File: src/rist_pkg.sv
// Package with the word types, command codes and microstep mode tables of the indexer.
`timescale 1ns / 1ps

package rist_pkg;

   // Widths that the interface fixes.
   localparam int SLOT_FIELD_W = 4;
   localparam int MODE_W       = 3;
   localparam int PINS_W       = 3;
   localparam int STEPS_W      = 9;
   localparam int CNT_W        = 12;

   // Command codes carried by an input word.
   localparam logic CMD_MOVE = 1'b0;
   localparam logic CMD_TICK = 1'b1;

   // Microstep mode codes.
   localparam logic [MODE_W-1:0] MODE_FULL      = 3'd1;
   localparam logic [MODE_W-1:0] MODE_HALF      = 3'd2;
   localparam logic [MODE_W-1:0] MODE_QUARTER   = 3'd3;
   localparam logic [MODE_W-1:0] MODE_EIGHTH    = 3'd4;
   localparam logic [MODE_W-1:0] MODE_SIXTEENTH = 3'd5;

   // Input word.
   typedef struct packed {
      logic                    command;
      logic [SLOT_FIELD_W-1:0] target_slot;
   } req_type;

   // Result word.
   typedef struct packed {
      logic                    dir_level;
      logic                    enable_level;
      logic                    pulsing;
      logic [SLOT_FIELD_W-1:0] position_now;
      logic [PINS_W-1:0]       microstep_pins;
      logic                    move_done;
   } rsp_type;

   // Step pulses per slot for a mode; unknown modes behave as half step.
   function automatic logic [STEPS_W-1:0] steps_per_slot(input logic [MODE_W-1:0] mode);
      logic [STEPS_W-1:0] steps;
      unique case (mode)
         MODE_FULL:      steps = 9'd13;
         MODE_QUARTER:   steps = 9'd100;
         MODE_EIGHTH:    steps = 9'd200;
         MODE_SIXTEENTH: steps = 9'd400;
         default:        steps = 9'd50;
      endcase
      return steps;
   endfunction

   // Microstep select pin levels (bit0 MS1, bit1 MS2, bit2 MS3) for a mode.
   function automatic logic [PINS_W-1:0] pin_levels(input logic [MODE_W-1:0] mode);
      logic [PINS_W-1:0] pins;
      unique case (mode)
         MODE_FULL:      pins = 3'b000;
         MODE_QUARTER:   pins = 3'b010;
         MODE_EIGHTH:    pins = 3'b011;
         MODE_SIXTEENTH: pins = 3'b111;
         default:        pins = 3'b001;
      endcase
      return pins;
   endfunction

endpackage

File: src/rotary_indexer_stepper_control.sv
// Top level of the rotary indexer controller: move and pulse handling with a registered result.
`timescale 1ns / 1ps

// Rotary indexer controller for a step/direction stepper driver. Each input word is
// either a move command (go to target_slot by the shorter way round the ring, with
// exactly half the ring going forward) or a pulse-finished tick. Every accepted word
// yields one result word in the output register in the following cycle, and a new word is
// accepted every cycle while the result is taken or the output register is empty; the
// rate is set by the single state update per cycle. The microstep mode register is
// written through csr_wr_en / csr_wr_data and applies to the next word.
module rotary_indexer_stepper_control #(
   parameter int SLOT_COUNT = 16
) (
   input  logic                            clock,
   input  logic                            reset,
   input  logic                            req_valid,
   output logic                            req_ready,
   input  rist_pkg::req_type               req_data,
   output logic                            rsp_valid,
   input  logic                            rsp_ready,
   output rist_pkg::rsp_type               rsp_data,
   input  logic                            csr_wr_en,
   input  logic [rist_pkg::MODE_W-1:0]     csr_wr_data
);

   localparam int SLOT_W = $clog2(SLOT_COUNT);
   localparam int VAL_W  = ((SLOT_W > rist_pkg::SLOT_FIELD_W) ? SLOT_W
                                                               : rist_pkg::SLOT_FIELD_W) + 1;
   localparam int PROD_W = SLOT_W + rist_pkg::STEPS_W;
   localparam int CMP_W  = (PROD_W > rist_pkg::CNT_W) ? PROD_W : rist_pkg::CNT_W;
   localparam logic [VAL_W-1:0] RING = VAL_W'(SLOT_COUNT);
   localparam logic [VAL_W-1:0] HALF = VAL_W'(SLOT_COUNT / 2);

   // State registers.
   logic [rist_pkg::MODE_W-1:0] step_mode_ff;
   logic [SLOT_W-1:0]           current_ff, current_in;
   logic [SLOT_W-1:0]           goal_ff, goal_in;
   logic [rist_pkg::CNT_W-1:0]  count_ff, count_in;
   logic [SLOT_W-1:0]           travel_ff, travel_in;
   logic                        dir_ff, dir_in;
   logic                        enable_ff, enable_in;
   logic                        running_ff, running_in;
   logic                        rsp_valid_ff;
   rist_pkg::rsp_type           rsp_data_ff, rsp_data_in;

   logic                        req_fire;
   logic [VAL_W-1:0]            target_mod;
   logic [VAL_W-1:0]            fwd;
   logic [rist_pkg::CNT_W-1:0]  count_inc;
   logic [PROD_W-1:0]           goal_count;
   logic                        done;

   // The output register parts the two sides; a word enters when it is free or drained.
   assign req_ready = !rsp_valid_ff || rsp_ready;
   assign req_fire  = req_valid && req_ready;
   assign rsp_valid = rsp_valid_ff;
   assign rsp_data  = rsp_data_ff;

   // Target reduced into the ring and forward distance from the present slot.
   always_comb begin
      target_mod = VAL_W'(req_data.target_slot);
      for (int i = 0; i < 3; i++) begin
         if (target_mod >= RING) begin
            target_mod = target_mod - RING;
         end
      end
      if (target_mod >= VAL_W'(current_ff)) begin
         fwd = target_mod - VAL_W'(current_ff);
      end else begin
         fwd = target_mod + RING - VAL_W'(current_ff);
      end
   end

   // Pulse count and the count at which the move completes.
   assign count_inc  = count_ff + rist_pkg::CNT_W'(1);
   assign goal_count = PROD_W'(travel_ff) * PROD_W'(rist_pkg::steps_per_slot(step_mode_ff));

   // Next state and the result word.
   always_comb begin
      current_in = current_ff;
      goal_in    = goal_ff;
      count_in   = count_ff;
      travel_in  = travel_ff;
      dir_in     = dir_ff;
      enable_in  = enable_ff;
      running_in = running_ff;
      done       = 1'b0;

      if (req_data.command == rist_pkg::CMD_MOVE) begin
         goal_in   = target_mod[SLOT_W-1:0];
         count_in  = '0;
         enable_in = 1'b0;
         if (fwd == '0) begin
            travel_in  = '0;
            running_in = 1'b0;
         end else if (fwd <= HALF) begin
            dir_in     = 1'b0;
            travel_in  = fwd[SLOT_W-1:0];
            running_in = 1'b1;
         end else begin
            dir_in     = 1'b1;
            travel_in  = SLOT_W'(RING - fwd);
            running_in = 1'b1;
         end
      end else if (running_ff) begin
         count_in = count_inc;
         if (CMP_W'(count_inc) == CMP_W'(goal_count)) begin
            running_in = 1'b0;
            enable_in  = 1'b1;
            current_in = goal_ff;
            done       = 1'b1;
         end
      end

      rsp_data_in.dir_level      = dir_in;
      rsp_data_in.enable_level   = enable_in;
      rsp_data_in.pulsing        = running_in;
      rsp_data_in.position_now   = rist_pkg::SLOT_FIELD_W'(current_in);
      rsp_data_in.microstep_pins = rist_pkg::pin_levels(step_mode_ff);
      rsp_data_in.move_done      = done;
   end

   // Mode register.
   always_ff @(posedge clock) begin
      if (reset) begin
         step_mode_ff <= rist_pkg::MODE_HALF;
      end else if (csr_wr_en) begin
         step_mode_ff <= csr_wr_data;
      end
   end

   // Positioning state, updated once per accepted word.
   always_ff @(posedge clock) begin
      if (reset) begin
         current_ff <= SLOT_W'(1 % SLOT_COUNT);
         goal_ff    <= '0;
         count_ff   <= '0;
         travel_ff  <= '0;
         dir_ff     <= 1'b0;
         enable_ff  <= 1'b1;
         running_ff <= 1'b0;
      end else if (req_fire) begin
         current_ff <= current_in;
         goal_ff    <= goal_in;
         count_ff   <= count_in;
         travel_ff  <= travel_in;
         dir_ff     <= dir_in;
         enable_ff  <= enable_in;
         running_ff <= running_in;
      end
   end

   // Result register valid flag.
   always_ff @(posedge clock) begin
      if (reset) begin
         rsp_valid_ff <= 1'b0;
      end else if (req_fire) begin
         rsp_valid_ff <= 1'b1;
      end else if (rsp_ready) begin
         rsp_valid_ff <= 1'b0;
      end
   end

   // Result register payload.
   always_ff @(posedge clock) begin
      if (req_fire) begin
         rsp_data_ff <= rsp_data_in;
      end
   end

endmodule
File: config.mk
export PLATFORM = sky130hd
export DESIGN_NAME = rotary_indexer_stepper_control
export DESIGN_NICKNAME = d
export VERILOG_FILES = /design/src/rist_pkg.sv /design/src/rotary_indexer_stepper_control.sv
export SDC_FILE = /design/constraint.sdc
export NUM_CORES = 1
export LEC_CHECK = 0
export ABC_AREA = 0
export CORE_UTILIZATION = 50
export CTS_CLUSTER_SIZE = 8
export DETAILED_ROUTE_END_ITERATION = 12
export DONT_BUFFER_PORTS = 1
export PLACE_DENSITY = 0.72
export SYNTH_ARGS = -nofsm -noshare
export SYNTH_HDL_FRONTEND = slang
export SYNTH_SLANG_ARGS = --single-unit
File: constraint.sdc
create_clock -name clock -period 4.6 [get_ports clock]
set_input_delay 1.38 -clock clock [delete_from_list [all_inputs] [get_ports clock]]
set_output_delay 1.38 -clock clock [all_outputs]
set_load 0.02 [all_outputs]
Yosys cells after proc, flatten, opt, wreduce, memory -nomap -nowiden
Cells that the tools add are included.

operators by class
  add/sub/neg operators = 5
  multipliers = 1
  div/mod/pow operators = 0
  $lt $le $gt $ge = 2
  equality and inequality tests = 6
  shift operators = 0
  muxes and demuxes = 23
  bitwise gates (word level) = 1
  reductions and logical operators = 8

operators by type and width
  cell                   count
  $pmux 9 s4             1
  $mux 12                2
  $mux 4                 5
  $eq 12x13->1           1
  $mul 4x9->13           1
  $mux 1                 13
  $add 12x1->12 const B  1
  $pmux 3 s4             1
  $eq 3x3->1 const B     2
  $reduce_and 2->1       3
  $add 4x5->5 const B    1
  $le 5x4->1 const B     1
  $logic_not 5->1        1
  $mux 5                 1
  $sub 4x4->5            1
  $sub 5x4->5            1
  $ge 4x4->1             1
  $sub 1x4->4 const A    1
  $eq 3x1->1 const B     1
  $eq 3x2->1 const B     1
  $ne 2x1->1 const B     1
  $reduce_bool 2->1      1
  $logic_and 1x1->1      1
  $logic_not 1->1        1
  2 further kinds        2

storage, ports and cells
  register bits after elaboration = 42
  bits in latches = 0
  RAM bits = 0
  ROM bits = 0
  bits of input ports = 13
  output and inout bits = 13
  logic and storage cells = 61
  memories kept = 0

Longest topological paths before layout
  word-level depth = 7
  depth in mapped cells = 17
  mapped depth without buffers = 15

Least setup slack after synthesis
No wires, ideal clock.

  path type = register to register
  from = register step_mode_ff[2] in the netlist's numbering
  to = register rsp_data_ff, in the netlist rsp_data[4], data pin
  setup time = 0.260 ns
  arrival = 4.108 ns
  data required time = 4.340 ns
  setup slack = 0.232 ns
  stages on the path, launching flop included = 16
  buffers on the path = 1
  period minus slack after synthesis = 4.368 ns
  cell sequence = dfxtp_1 > nor2b_1 > inv_1 > nor3b_1 > fa_1 > fa_1 > inv_1 > fa_1 > xnor2_1 > or3_1 > o21ai_0 > o2111ai_1 > nor3_2 > and4b_1 > buf_6 > mux2_4

between the ends
  word-level cells in the longest chain between the ends = 7
  elaborated cells between the ends (all ways) = 10
  classes of those cells = mul (1); eq/ne (5); mux (4)

ends and longest elaborated chain
  item                                line                                   text
  start, declared                     rotary_indexer_stepper_control.sv:35   logic [rist_pkg::MODE_W-1:0] step_mode_ff;
  start signal, assigned              rotary_indexer_stepper_control.sv:126  step_mode_ff <= rist_pkg::MODE_HALF;
  start signal, assigned              rotary_indexer_stepper_control.sv:128  step_mode_ff <= csr_wr_data;
  $eq 3x3->1 (tied with other cells)  rist_pkg.sv:43                         unique case (mode)
  $pmux 9 s4 *                        rist_pkg.sv:43
  $mul 4x9->13 *                      rotary_indexer_stepper_control.sv:76   assign goal_count = PROD_W'(travel_ff) * PROD_W'(rist_pkg::steps_per_slot(step_mode_ff));
  $eq 12x13->1 *                      rotary_indexer_stepper_control.sv:107  if (CMP_W'(count_inc) == CMP_W'(goal_count)) begin
  $mux 4 *                            rotary_indexer_stepper_control.sv:107
  $mux 4 *                            rotary_indexer_stepper_control.sv:105  end else if (running_ff) begin
  $mux 4 *                            rotary_indexer_stepper_control.sv:89   if (req_data.command == rist_pkg::CMD_MOVE) begin
  via current_in[0]                   rotary_indexer_stepper_control.sv:36   logic [SLOT_W-1:0] current_ff, current_in;
  end signal, assigned                rotary_indexer_stepper_control.sv:167  rsp_data_ff <= rsp_data_in;
  end, declared                       rotary_indexer_stepper_control.sv:44   rist_pkg::rsp_type rsp_data_ff, rsp_data_in;

The timed path passes the listed nets; every way through them passes the cells marked *.
A chain may end at the register's enable or synchronous reset.

Worst setup path after layout
  from = register step_mode_ff[2] in the netlist's numbering
  to = register rsp_data_ff, in the netlist rsp_data[5], data pin

Same word-level chain as after synthesis.

==> impl_metrics.yaml <==
logic_synthesis:
  seq_area_frac_synth_pct: 26.57
  synth-warning-count: 0
  synth_xor_area_share_pct: 5.035
  synth_compound_area_share_pct: 17.94
  synth.distinct_cells: 62
  synth_top_flop_cell: "dfxtp_1"
  synthMuxAreaShare_pct: 3.636
  ys_top_cells_by_area: "dfxtp_1 17%, edfxtp_1 9.2%, fa_1 8.4%"
  yosys.area.top_type: "dfxtp_1"
  synth_top_family_by_area: "simple AND/OR/NAND/NOR gates"
  synth_adder_area_share_pct: 16.43
  synth_edf_count: 11
  syn-instance-count: 427
  syn-num-nets: 478
  yosysTopAreaCellShare_pct: 17.34
  avgSynthCellArea_um2: 8.380
  synthesis.area_um2: 3578
  ys_async_sr_fraction_pct: 0
  ys_ff_latch: 42
  synthSimpleGateAreaFrac_pct: 25.03
placement:
  place_congestion: 0.8610
  place_ws_ps: -67.05
  portBuffers: 0
  dp_hpwl_um: 6038
critical_path:
  crit_top_cell: "fa_1"
  end_kind: "flop"
  crit_path_cell_trace: "buf_4 > nand2_1 > o21ai_1 > and2_1 > fa_1 > fa_1 > inv_1 > fa_1 > xnor2_1 > or3_1 > o21ai_0 > o2111ai_1 > nor3_2 > and4b_2 > mux2_4"
  r2r-end: "rsp_data[5]"
  worstPathArrival_ps: 4480
  startpoint: "step_mode_ff[2]"
  r2r_slack_ps: 160
  critical-path-top-delay-family: "adder cells"
  cp.buffers_inverters: 2
  slowest_delay_ps: 570
  start_kind: "flop"
  critPathMaxFanout: 6
  cp_slowest_cell: "fa_1"
  cp.required_ps: 4650
  r2r-start: "step_mode_ff[2]"
  critPathKind: "reg2reg"
  r2r_cells: 15
global_routing:
  antenna_found_initial: 0
  grt_pass1_vias: 2651
  grtUsageTotal_pct: 21.14
  overflow: 0
  grt_pass1_wl_um: 12470
  grt_max_degree: 29
clock_network:
  cts_tree: "yes"
  clockBufferDepth: 2
  postCtsHoldBufs: 0
  numCtsBuffers: 5
  clock_latency_ps: 290
  cts_htree_levels: 2
  cts_root_buf: "clkbuf_8"
  clk_pin_slew_ps: 80
  clock_sinks: 42
route:
  wl_per_cell_um: 14.69
  dr.pass1.iters: 4
  drt_iter0_markers: 130
  viasPerCell: 5.637
  vias: 2965
  detail-route-antenna-nets: 0
  finalWirelength_um: 7726
  route.detailed.drc: 0
power_and_ir_drop:
  p_clk_share_pct: 39.4
  p_comb_share_pct: 15.4
  pwr-share-seq_pct: 45.2
  switchingPower_uw: 225.7
  intPower_uw: 686.7
  p_per_area_nw_per_um2: 233.1
  power.total_uw: 912.4
  vdd_drop_max_v: 0.0001857
  leakage_nw: 1.694
  p_sw_share_pct: 24.74
timing:
  finalSetupViolations: 0
  max_freq_mhz: 225.4
  setup_ws_ps: 162.5
  tightest_slew_ps: 521.5
  hold_viol: 0
  finalCritPeriodShare_pct: 96.47
  clock-skew-final_ps: 6.165
  slew_viol_final: 0
  period_minus_slack_ps: 4437
  relSlewSlack_pct: 65.11
floorplan:
  rows: 30
  die_h_um: 86.60
  dieArea_um2: 7500
  die_w_um: 86.60
  initial_core_util_pct: 52.09
  ios: 26
  core_area_um2: 6869
worst_hold_path:
  hold_class: "reg2reg"
  hold_end: "current_ff[1]"
  holdPathStages: 2
  worstHoldStart: "goal_ff[1]"
outcome:
  status: "complete, no violations"
finish:
  n_fill_cell: 620
  layout.cells.most_common: "nand2_1"
  finalNetCount: 480
  layout_common_cells: "53 x nand2_1, 35 x nor2_1, 34 x a21oi_1, 28 x dfxtp_1, 25 x and2_1"
  drive_gt1_share_pct: 12.09
  n_antenna_cell: 0
  area_growth_pct: 9.371
run:
  maxCapViolCount: 0
==> synth_stat cells (9+ instances only) <==
| library cell | count |
|---|---|
| o21ai_0 | 19 |
| nand3_1 | 9 |
| nand2_1 | 53 |
| fa_1 | 15 |
| and2_1 | 25 |
| dfxtp_1 | 31 |
| xnor2_1 | 11 |
| inv_1 | 22 |
| and3_1 | 10 |
| nor2_1 | 36 |
| a21o_1 | 9 |
| ha_1 | 23 |
| a21oi_1 | 37 |
| edfxtp_1 | 11 |
==> sequential cells by signal, summed over array words and instances (netlist names) <==
name          flops
enable_ff         1
goal_ff           4
current_ff        4
step_mode_ff      3
running_ff        1
rsp_data         11
dir_ff            1
travel_ff         4
count_ff         12
rsp_valid         1
==> cell families (layout without fill, tap and decap cells) <==
| group | count (synthesis) | in the layout |
|---|---|---|
| buffers and inverters | 42 | 45 |
| xor gates and xnor gates | 19 | 19 |
| muxes | 11 | 11 |
| DFF | 42 | 42 |
| adders and majority gates | 38 | 38 |
| AOI/OAI and AO/OA | 102 | 102 |
| and+or+nand+nor | 173 | 173 |
==> worst max-delay path by stage <==
stage,end,slack (ps),depth (start not counted)
after floorplan,rsp_data[4],230,15
after global routing,rsp_data[5],-40,15
after CTS,rsp_data[5],50,15
final,rsp_data[5],160,15
after detailed placement,rsp_data[5],-70,14
after global placement,rsp_data[6],50,14
==> metrics by stage <==
stage	TNS [ps]	cells	area, um^2	hold WS [ps]	utilization (%)
finish	0	526	3914	467.4	56.98
detailed placement	-263.3	517	3691	455.3	53.73
floorplan	0	427	3578	438.6	-
CTS	0	525	3840	468.1	55.90
global route	-127.4	526	3914	485.4	56.98
global placement	0	517	3691	445.9	53.73
==> power by group through the flow <==
stage	clock network (mW)	registers, mW	logic (mW)
3_3_place_gp	0	0.420	0.130
6_report	0.360	0.413	0.140
5_1_grt	0.379	0.414	0.157
3_5_place_dp	0	0.420	0.134
2_1_floorplan	0	0.414	0.114
4_1_cts	0.367	0.412	0.135
==> layer usage <==
layer | part of all wire [%] | track usage (%) | vias to the layer above | wire [um]
met2 | 47 | 34.42 | 53 | 3647
met1 | 47 | 28.89 | 1401 | 3641
met5 | 0 | 0 | - | 0
li1 | - | - | 1499 | -
met3 | 4.2 | 3.810 | 12 | 327
met4 | 1.4 | 5.758 | 0 | 110
==> what timing repair did <==
item | CTS | global route
endpoints found under the setup margin | 4 | 9
setup buffers | 0 | 1
resized for setup | 2 | 18
gates cloned | 0 | 0
pin swaps | 0 | 4
==> cell type report <==
type	count	area [um^2]	area share, %
clock buffer	6	82.58	2.110
clock inverter	2	60.06	1.535
inverter	23	86.33	2.206
multi-input combinational	343	2505	64.00
sequential	42	954.7	24.39
tap	96	120.1	3.069
timing repair buffer	14	105.1	2.685
==> worst min-delay path, stage by stage, from the launching register on <==
cell and delay (ps):
dfxtp_1 330, nand2_1 60, mux2i_1 50
No activity file was read; power rests on OpenSTA's default activity.
